**src/rtl/cmp_pkg.sv**
```systemverilog
// cmp_pkg: shared types and codes for the coap message parser
// holds the input item, result item and parse state structs plus phase, event and error codes
// no dependencies
`default_nettype none

package cmp_pkg;

    localparam int unsigned PhaseW = 3;

    localparam logic [PhaseW-1:0] PH_HEADER    = 3'd0;
    localparam logic [PhaseW-1:0] PH_TOKEN     = 3'd1;
    localparam logic [PhaseW-1:0] PH_OPTHDR    = 3'd2;
    localparam logic [PhaseW-1:0] PH_DELTA_EXT = 3'd3;
    localparam logic [PhaseW-1:0] PH_LEN_EXT   = 3'd4;
    localparam logic [PhaseW-1:0] PH_VALUE     = 3'd5;
    localparam logic [PhaseW-1:0] PH_PAYLOAD   = 3'd6;
    localparam logic [PhaseW-1:0] PH_DROP      = 3'd7;

    localparam logic [2:0] EV_CONSUMED  = 3'd0;
    localparam logic [2:0] EV_HEADER    = 3'd1;
    localparam logic [2:0] EV_TOKEN     = 3'd2;
    localparam logic [2:0] EV_OPT_VALUE = 3'd3;
    localparam logic [2:0] EV_PAYLOAD   = 3'd4;
    localparam logic [2:0] EV_MARKER    = 3'd5;

    localparam logic [2:0] ERR_NONE         = 3'd0;
    localparam logic [2:0] ERR_SHORT_HEADER = 3'd1;
    localparam logic [2:0] ERR_TOKEN_LONG   = 3'd2;
    localparam logic [2:0] ERR_TOKEN_TRUNC  = 3'd3;
    localparam logic [2:0] ERR_RESERVED     = 3'd4;
    localparam logic [2:0] ERR_EXT_TRUNC    = 3'd5;
    localparam logic [2:0] ERR_VALUE_TRUNC  = 3'd6;

    localparam logic [3:0] MAX_TOKEN_RESET = 4'd12;

    typedef struct packed {
        logic [7:0] data_byte;
        logic       last_byte;
    } cmp_in_t;

    typedef struct packed {
        logic [2:0]  event_res;
        logic [7:0]  byte_out;
        logic [1:0]  version;
        logic [1:0]  msg_type;
        logic [3:0]  token_length;
        logic [7:0]  code;
        logic [15:0] message_id;
        logic        option_start;
        logic [15:0] option_number;
        logic [15:0] option_length;
        logic        message_done;
        logic [2:0]  error_code;
    } cmp_out_t;

    typedef struct packed {
        logic [PhaseW-1:0] phase;
        logic [1:0]        hcount;
        logic [7:0]        hdr_byte0;
        logic [7:0]        hdr_code;
        logic [7:0]        id_high;
        logic [7:0]        id_low;
        logic [3:0]        token_left;
        logic [15:0]       running_option;
        logic [15:0]       delta_accum;
        logic [15:0]       length_accum;
        logic [7:0]        nibble_pending;
        logic [15:0]       value_left;
        logic [2:0]        error_latched;
    } cmp_state_t;

endpackage

`default_nettype wire

```
**src/rtl/coap_message_parser.sv**
```systemverilog
// coap_message_parser: top level, parse state, token limit register and result register
// depends on cmp_pkg and cmp_step
`default_nettype none

// Streaming parser for one datagram a byte at a time (last_byte marks the end): it decodes
// the 4-byte header, checks the token length against max_token_length (reset 12), passes
// token, option value and payload bytes, gives option numbers and lengths as option headers
// complete. Each accepted byte gives exactly one result item, registered and offered on the
// cycle after acceptance. One byte per clock is sustained: the parse state is updated once
// per byte by a single decode stage, and a new byte is taken while the previous result is
// being taken by the sink. After an error, bytes are consumed with the error code until the
// last byte; the last byte always returns the parser to the header phase.

module coap_message_parser (
    input  wire logic              aclk,
    input  wire logic              aresetn,
    input  wire logic              s_valid,
    output var  logic              s_ready,
    input  var  cmp_pkg::cmp_in_t  s_data,
    output var  logic              m_valid,
    input  wire logic              m_ready,
    output var  cmp_pkg::cmp_out_t m_data,
    input  wire logic              cfg_wr_en,
    input  wire logic [3:0]        cfg_wr_data
);

    cmp_pkg::cmp_state_t state_reg;
    cmp_pkg::cmp_state_t state_next;
    cmp_pkg::cmp_out_t   res_reg;
    cmp_pkg::cmp_out_t   res_next;
    logic                m_valid_reg;
    logic [3:0]          max_tok_reg;
    logic                accept;

    assign s_ready = !m_valid_reg || m_ready;
    assign accept  = s_valid && s_ready;
    assign m_valid = m_valid_reg;
    assign m_data  = res_reg;

    cmp_step u_step (
        .st               (state_reg),
        .in_item          (s_data),
        .max_token_length (max_tok_reg),
        .nx               (state_next),
        .res              (res_next)
    );

    always_ff @(posedge aclk) begin
        if (!aresetn) begin
            // all zero is the header phase
            state_reg       <= '0;
            m_valid_reg     <= 1'b0;
            max_tok_reg     <= cmp_pkg::MAX_TOKEN_RESET;
        end else begin
            if (cfg_wr_en) max_tok_reg <= cfg_wr_data;
            if (accept) begin
                state_reg   <= state_next;
                m_valid_reg <= 1'b1;
            end else if (m_ready) begin
                m_valid_reg <= 1'b0;
            end
        end
    end

    // result payload, no reset needed
    always_ff @(posedge aclk) begin
        if (accept) res_reg <= res_next;
    end

endmodule

`default_nettype wire

```
**src/rtl/cmp_step.sv**
```systemverilog
// cmp_step: per-byte decode of the parser, next parse state and result item
// combinational; uses cmp_pkg types and codes
`default_nettype none

module cmp_step (
    input  var cmp_pkg::cmp_state_t st,
    input  var cmp_pkg::cmp_in_t    in_item,
    input  wire logic [3:0]         max_token_length,
    output var cmp_pkg::cmp_state_t nx,
    output var cmp_pkg::cmp_out_t   res
);

    localparam logic [15:0] ExtBase1 = 16'd13;
    localparam logic [15:0] ExtBase2 = 16'd269;
    localparam logic [3:0]  NibExt1  = 4'd13;
    localparam logic [3:0]  NibExt2  = 4'd14;
    localparam logic [3:0]  NibRsvd  = 4'd15;
    localparam logic [7:0]  Marker   = 8'hFF;

    function automatic logic [15:0] ext_base(input logic [3:0] nib);
        return (nib == NibExt1) ? ExtBase1 : ExtBase2;
    endfunction

    logic [7:0]  b;
    logic        last;
    logic [2:0]  ev;
    logic [7:0]  bo;
    logic [2:0]  fail;
    logic        ostart;
    logic [15:0] olen;
    logic        run_len;
    logic        run_fin;
    logic [3:0]  tkl;
    logic [3:0]  dnib;
    logic [3:0]  lnib;
    logic [15:0] ext_shift;
    logic        hdr_ok;
    cmp_pkg::cmp_state_t work;

    assign b    = in_item.data_byte;
    assign last = in_item.last_byte;

    always_comb begin
        work      = st;
        ev        = cmp_pkg::EV_CONSUMED;
        bo        = 8'd0;
        fail      = cmp_pkg::ERR_NONE;
        ostart    = 1'b0;
        olen      = 16'd0;
        run_len   = 1'b0;
        run_fin   = 1'b0;
        tkl       = st.hdr_byte0[3:0];
        dnib      = b[7:4];
        lnib      = 4'd0;
        ext_shift = 16'd0;

        unique case (st.phase)
            cmp_pkg::PH_HEADER: begin
                unique case (st.hcount)
                    2'd0: work.hdr_byte0 = b;
                    2'd1: work.hdr_code  = b;
                    2'd2: work.id_high   = b;
                    default: work.id_low = b;
                endcase
                if (st.hcount != 2'd3) begin
                    work.hcount = st.hcount + 2'd1;
                    if (last) fail = cmp_pkg::ERR_SHORT_HEADER;
                end else begin
                    work.hcount = 2'd0;
                    ev = cmp_pkg::EV_HEADER;
                    if (tkl > max_token_length) begin
                        work.phase = cmp_pkg::PH_DROP;
                        fail = cmp_pkg::ERR_TOKEN_LONG;
                    end else if (tkl != 4'd0) begin
                        work.token_left = tkl;
                        work.phase = cmp_pkg::PH_TOKEN;
                        if (last) fail = cmp_pkg::ERR_TOKEN_TRUNC;
                    end else begin
                        work.phase = cmp_pkg::PH_OPTHDR;
                    end
                end
            end
            cmp_pkg::PH_TOKEN: begin
                ev = cmp_pkg::EV_TOKEN;
                bo = b;
                work.token_left = st.token_left - 4'd1;
                if (work.token_left == 4'd0) begin
                    work.phase = cmp_pkg::PH_OPTHDR;
                end else if (last) begin
                    fail = cmp_pkg::ERR_TOKEN_TRUNC;
                end
            end
            cmp_pkg::PH_OPTHDR: begin
                if (b == Marker) begin
                    ev = cmp_pkg::EV_MARKER;
                    work.phase = cmp_pkg::PH_PAYLOAD;
                end else begin
                    work.nibble_pending = b;
                    work.delta_accum = 16'd0;
                    work.length_accum = 16'd0;
                    if (dnib == NibRsvd) begin
                        fail = cmp_pkg::ERR_RESERVED;
                    end else if (dnib >= NibExt1) begin
                        work.phase = cmp_pkg::PH_DELTA_EXT;
                        work.hcount = {1'b0, dnib == NibExt2};
                        if (last) fail = cmp_pkg::ERR_EXT_TRUNC;
                    end else begin
                        work.delta_accum = {12'd0, dnib};
                        run_len = 1'b1;
                    end
                end
            end
            cmp_pkg::PH_DELTA_EXT: begin
                ext_shift = {st.delta_accum[7:0], b};
                work.delta_accum = ext_shift;
                if (st.hcount != 2'd0) begin
                    work.hcount = 2'd0;
                    if (last) fail = cmp_pkg::ERR_EXT_TRUNC;
                end else begin
                    work.delta_accum = ext_shift + ext_base(st.nibble_pending[7:4]);
                    run_len = 1'b1;
                end
            end
            cmp_pkg::PH_LEN_EXT: begin
                ext_shift = {st.length_accum[7:0], b};
                work.length_accum = ext_shift;
                if (st.hcount != 2'd0) begin
                    work.hcount = 2'd0;
                    if (last) fail = cmp_pkg::ERR_EXT_TRUNC;
                end else begin
                    work.length_accum = ext_shift + ext_base(st.nibble_pending[3:0]);
                    run_fin = 1'b1;
                end
            end
            cmp_pkg::PH_VALUE: begin
                ev = cmp_pkg::EV_OPT_VALUE;
                bo = b;
                work.value_left = st.value_left - 16'd1;
                if (work.value_left == 16'd0) begin
                    work.phase = cmp_pkg::PH_OPTHDR;
                end else if (last) begin
                    fail = cmp_pkg::ERR_VALUE_TRUNC;
                end
            end
            cmp_pkg::PH_PAYLOAD: begin
                ev = cmp_pkg::EV_PAYLOAD;
                bo = b;
            end
            default: begin
            end
        endcase

        // option length nibble, after the delta is known
        if (run_len) begin
            lnib = work.nibble_pending[3:0];
            work.length_accum = 16'd0;
            if (lnib == NibRsvd) begin
                fail = cmp_pkg::ERR_RESERVED;
            end else if (lnib >= NibExt1) begin
                work.phase = cmp_pkg::PH_LEN_EXT;
                work.hcount = {1'b0, lnib == NibExt2};
                if (last) fail = cmp_pkg::ERR_EXT_TRUNC;
            end else begin
                work.length_accum = {12'd0, lnib};
                run_fin = 1'b1;
            end
        end

        // option header complete
        if (run_fin) begin
            work.running_option = st.running_option + work.delta_accum;
            ostart = 1'b1;
            olen = work.length_accum;
            work.value_left = work.length_accum;
            if (work.length_accum != 16'd0) begin
                work.phase = cmp_pkg::PH_VALUE;
                if (last) fail = cmp_pkg::ERR_VALUE_TRUNC;
            end else begin
                work.phase = cmp_pkg::PH_OPTHDR;
            end
        end

        if (fail != cmp_pkg::ERR_NONE) begin
            work.error_latched = fail;
            if (work.phase != cmp_pkg::PH_HEADER) work.phase = cmp_pkg::PH_DROP;
            ev = cmp_pkg::EV_CONSUMED;
            bo = 8'd0;
            ostart = 1'b0;
            olen = 16'd0;
        end

        hdr_ok = (work.phase != cmp_pkg::PH_HEADER);

        res.event_res     = ev;
        res.byte_out      = bo;
        res.version       = hdr_ok ? work.hdr_byte0[7:6] : 2'd0;
        res.msg_type      = hdr_ok ? work.hdr_byte0[5:4] : 2'd0;
        res.token_length  = hdr_ok ? work.hdr_byte0[3:0] : 4'd0;
        res.code          = hdr_ok ? work.hdr_code : 8'd0;
        res.message_id    = hdr_ok ? {work.id_high, work.id_low} : 16'd0;
        res.option_start  = ostart;
        res.option_number = work.running_option;
        res.option_length = olen;
        res.message_done  = last && (work.error_latched == cmp_pkg::ERR_NONE);
        res.error_code    = work.error_latched;

        // end of datagram starts a fresh header
        nx = work;
        if (last) begin
            nx = '0;
            nx.phase = cmp_pkg::PH_HEADER;
        end
    end

endmodule

`default_nettype wire

```
**config.mk**
```make
export PLATFORM = sky130hd
export DESIGN_NAME = coap_message_parser
export DESIGN_NICKNAME = d
export VERILOG_FILES = /design/src/rtl/cmp_pkg.sv /design/src/rtl/coap_message_parser.sv /design/src/rtl/cmp_step.sv
export SDC_FILE = /design/constraint.sdc
export NUM_CORES = 1
export LEC_CHECK = 0
export BUFFER_PORTS_ARGS = -buffer_cell sky130_fd_sc_hd__buf_2
export CAP_MARGIN = 20
export CORE_UTILIZATION = 43
export DETAILED_ROUTE_END_ITERATION = 8
export SYNTH_ARGS = -nofsm -noshare
export SYNTH_HDL_FRONTEND = slang
export SYNTH_HIERARCHICAL = 1
export SYNTH_SLANG_ARGS = --single-unit
```
**constraint.sdc**
```tcl
create_clock -name aclk -period 9.67 [get_ports aclk]
set_clock_uncertainty 0.15 [all_clocks]
set_input_delay 2.4175 -clock aclk [delete_from_list [all_inputs] [get_ports aclk]]
set_output_delay 2.4175 -clock aclk [all_outputs]
set_load 0.1 [all_outputs]
```
==> flow_summary.json <==
{
  "synth_cells": 1601,
  "p_leak_uw": 0.00542,
  "ios": 100,
  "die_width_um": 174,
  "min_period_ns": 6.70,
  "clk_pin_slew_ns": 0.06,
  "cts_buffer_depth": 3,
  "utilization_pct": 49.2,
  "grt_max_degree": 142,
  "status": "finished clean",
  "p_int_uw": 1650,
  "start_util_pct": 44.0,
  "cts_sinks": 201,
  "power_density_mw_per_mm2": 163,
  "post_cts_buffers": 0,
  "cts-htree-levels": 1,
  "start_kind": "input pin",
  "synth_area_mm2": 0.0127,
  "final_layout_size_suffix_gt1_share_pct": 11.6,
  "hold_depth": 2,
  "hold_viol_final": 0,
  "cts_made_buffers": 24,
  "routedWlPerCell_um": 17.0,
  "crit_arrival_ns": 6.99,
  "fp.coreArea_mm2": 0.0289,
  "finalCritPeriodShare_pct": 69.3,
  "cts_hold_buf": 0,
  "fp.dieArea_mm2": 0.0302,
  "p_sw_uw": 668,
  "crit_required_ns": 9.96,
  "post_dp_cell_area_mm2": 0.0133,
  "tightestPinTransition_ns": 1.07,
  "max-cap-violations": 0,
  "hold_class": "register to register",
  "diodes": 0,
  "area_delta_synth_final_pct": 11.9,
  "worstSetupEndpointType": "register",
  "cts_tree": "built",
  "cts_resized": 0,
  "fp.dieH_um": 174,
  "clockPowerShare_pct": 45.7,
  "setup_viol": 0,
  "async_reset_ff_share_pct": 0,
  "ys.warnings.count": 6,
  "synth_flop_cell": "dfxtp_1",
  "path_class": "input pin to register",
  "synth_edf_count": 80,
  "rows": 62,
  "pwr-share-seq_pct": 39.6,
  "largest_register_ffs": 116,
  "drv_slew": 0,
  "initialDrtViolationCount": 800,
  "antenna_found_initial": 0,
  "reg2reg_slack_ns": 4.55,
  "ant_nets": 0,
  "tns_ns": 0,
  "grt_setup_unrepaired": "no",
  "overflow": 0,
  "first_pass_iters": 5,
  "ys_ff_latch": 201,
  "wl_mm": 34.3,
  "synth.distinct_cells": 78,
  "grtUsageTotal_pct": 22.3,
  "yosysSeqAreaShare_pct": 38.0,
  "min_from": "state_reg[51]$_SDFFE_PN0P_",
  "fin_nets": 1670,
  "route.detailed.drc": 0,
  "grt_pass1_wl_mm": 55.1,
  "place_inst": 1979,
  "critPathLaunch": "s_data[6]",
  "via_count": 11300,
  "syn_area_per_cell_um2": 7.93,
  "design_area_mm2": 0.0142,
  "swShare_pct": 28.8,
  "vdd_drop_max_mv": 0.147,
  "r2r-start": "state_reg[115]$_SDFFE_PN0P_",
  "reg2reg_depth": 16,
  "grt_pass1_vias": 10100,
  "dpl.hpwl_mm": 22.9,
  "max_freq_mhz": 149,
  "viasPerCell": 5.58,
  "combPwrFrac_pct": 14.7,
  "clk_latency_ns": 0.53,
  "gp_congestion": 0.904,
  "io_buffers": 99,
  "root_buffer": "clkbuf_16",
  "synth_nets": 1650,
  "relSlewSlack_pct": 28.5,
  "crit_fanout": 20,
  "final_cells": 2023
}
==> worst max-delay path, stage by stage <==
cell and delay [ns]:
buf_2 0.34, nand4_1 0.44, o311ai_2 0.39, buf_4 0.26, a221o_1 0.19, ha_1 0.27, nor2b_1 0.14, o21ai_0 0.21
a21oi_1 0.13, o41ai_1 0.57, o311a_1 0.27, a21oi_1 0.09, a21o_1 0.20, or4b_2 0.63, a31oi_1 0.18, nand2_1 0.07
mux2i_1 0.16
==> through the flow <==
stage	hold slack (ns)	setup WS [ns]	total power, µW
floorplan	0.281	2.99	1210
global placement	0.299	2.61	1270
finish	0.311	2.97	2320
CTS	0.313	3.03	2330
global route	0.324	2.66	2390
detailed placement	0.305	2.50	1270
==> cells in the mapped netlist (all sizes together) (21+ instances only) <==
cell type  instances  share of area [%]
a21oi             97                3.9
buf               36                1.7
clkbuf            82                2.4
dfxtp            121                 19
edfxtp            80                 19
ha                30                3.0
inv               41                1.2
mux2i            125                9.9
nand2            420                 12
nand3             21               0.87
nor2             141                4.4
nor2b             34                1.7
nor3              38                1.5
o21ai             82                3.2
xnor2             24                1.7
xor2              21                1.4
==> layer usage <==
layer / up-vias / share of wire, % / global-route usage (%) / wire length [µm]
li1: 5568 / - / - / -
met1: 5365 / 48 / 32.3 / 16400
met2: 307 / 45 / 35.8 / 15600
met4: 0 / 1.4 / 4.17 / 486
met5: - / 0 / 0 / 0
met3: 40 / 5.4 / 2.43 / 1840
==> worst paths after layout <==
path | to
max | state_reg[73]$_SDFFE_PN0P_
min | state_reg[51]$_SDFFE_PN0P_
max reg2reg | state_reg[73]$_SDFFE_PN0P_
min reg2reg | state_reg[51]$_SDFFE_PN0P_
==> logic make-up (layout without fill, tap and decap cells) <==
group,after synthesis,count (layout),share of synthesized area (%)
buffers and inverters,159,197,5.31
AOI/OAI and AO/OA,290,290,14.3
adders and majority gates,31,31,3.11
DFF,201,201,38.0
xor gates and xnor gates,45,45,3.10
and+or+nand+nor,749,749,26.2
muxes,126,126,10.0
==> power groups by stage <==
stage	combinational [µW]	sequential (µW)	clock [µW]
CTS	340	917	1080
detailed placement	340	935	0
floorplan	156	1060	0
finish	341	917	1060
global placement	337	935	0
global route	361	919	1110
==> cells in the final DEF (no fill, tap or decap), types with 11 or more instances in the layout <==
cell type / instances
clkbuf_16: 25
edfxtp_1: 80
a21oi_1: 96
xor2_1: 21
dfxtp_1: 121
inv_1: 41
nor2b_1: 34
o21ai_0: 82
nor2_1: 131
nand2_1: 420
buf_4: 14
nand3_1: 20
buf_2: 97
nand4_1: 11
ha_1: 30
a31oi_1: 13
xnor2_1: 24
mux2i_1: 123
a211oi_1: 14
nor3_1: 36
==> cell type report <==
| cell class | count | area (µm²) |
|---|---|---|
| fill | 2842 | 14700 |
| multi-input combinational | 1241 | 7220 |
| sequential | 201 | 4820 |
| clock buffer | 28 | 657 |
| timing repair buffer | 112 | 602 |
| tap | 384 | 480 |
| clock inverter | 16 | 268 |
| inverter | 41 | 154 |
Power figures use the tool's default switching activity.
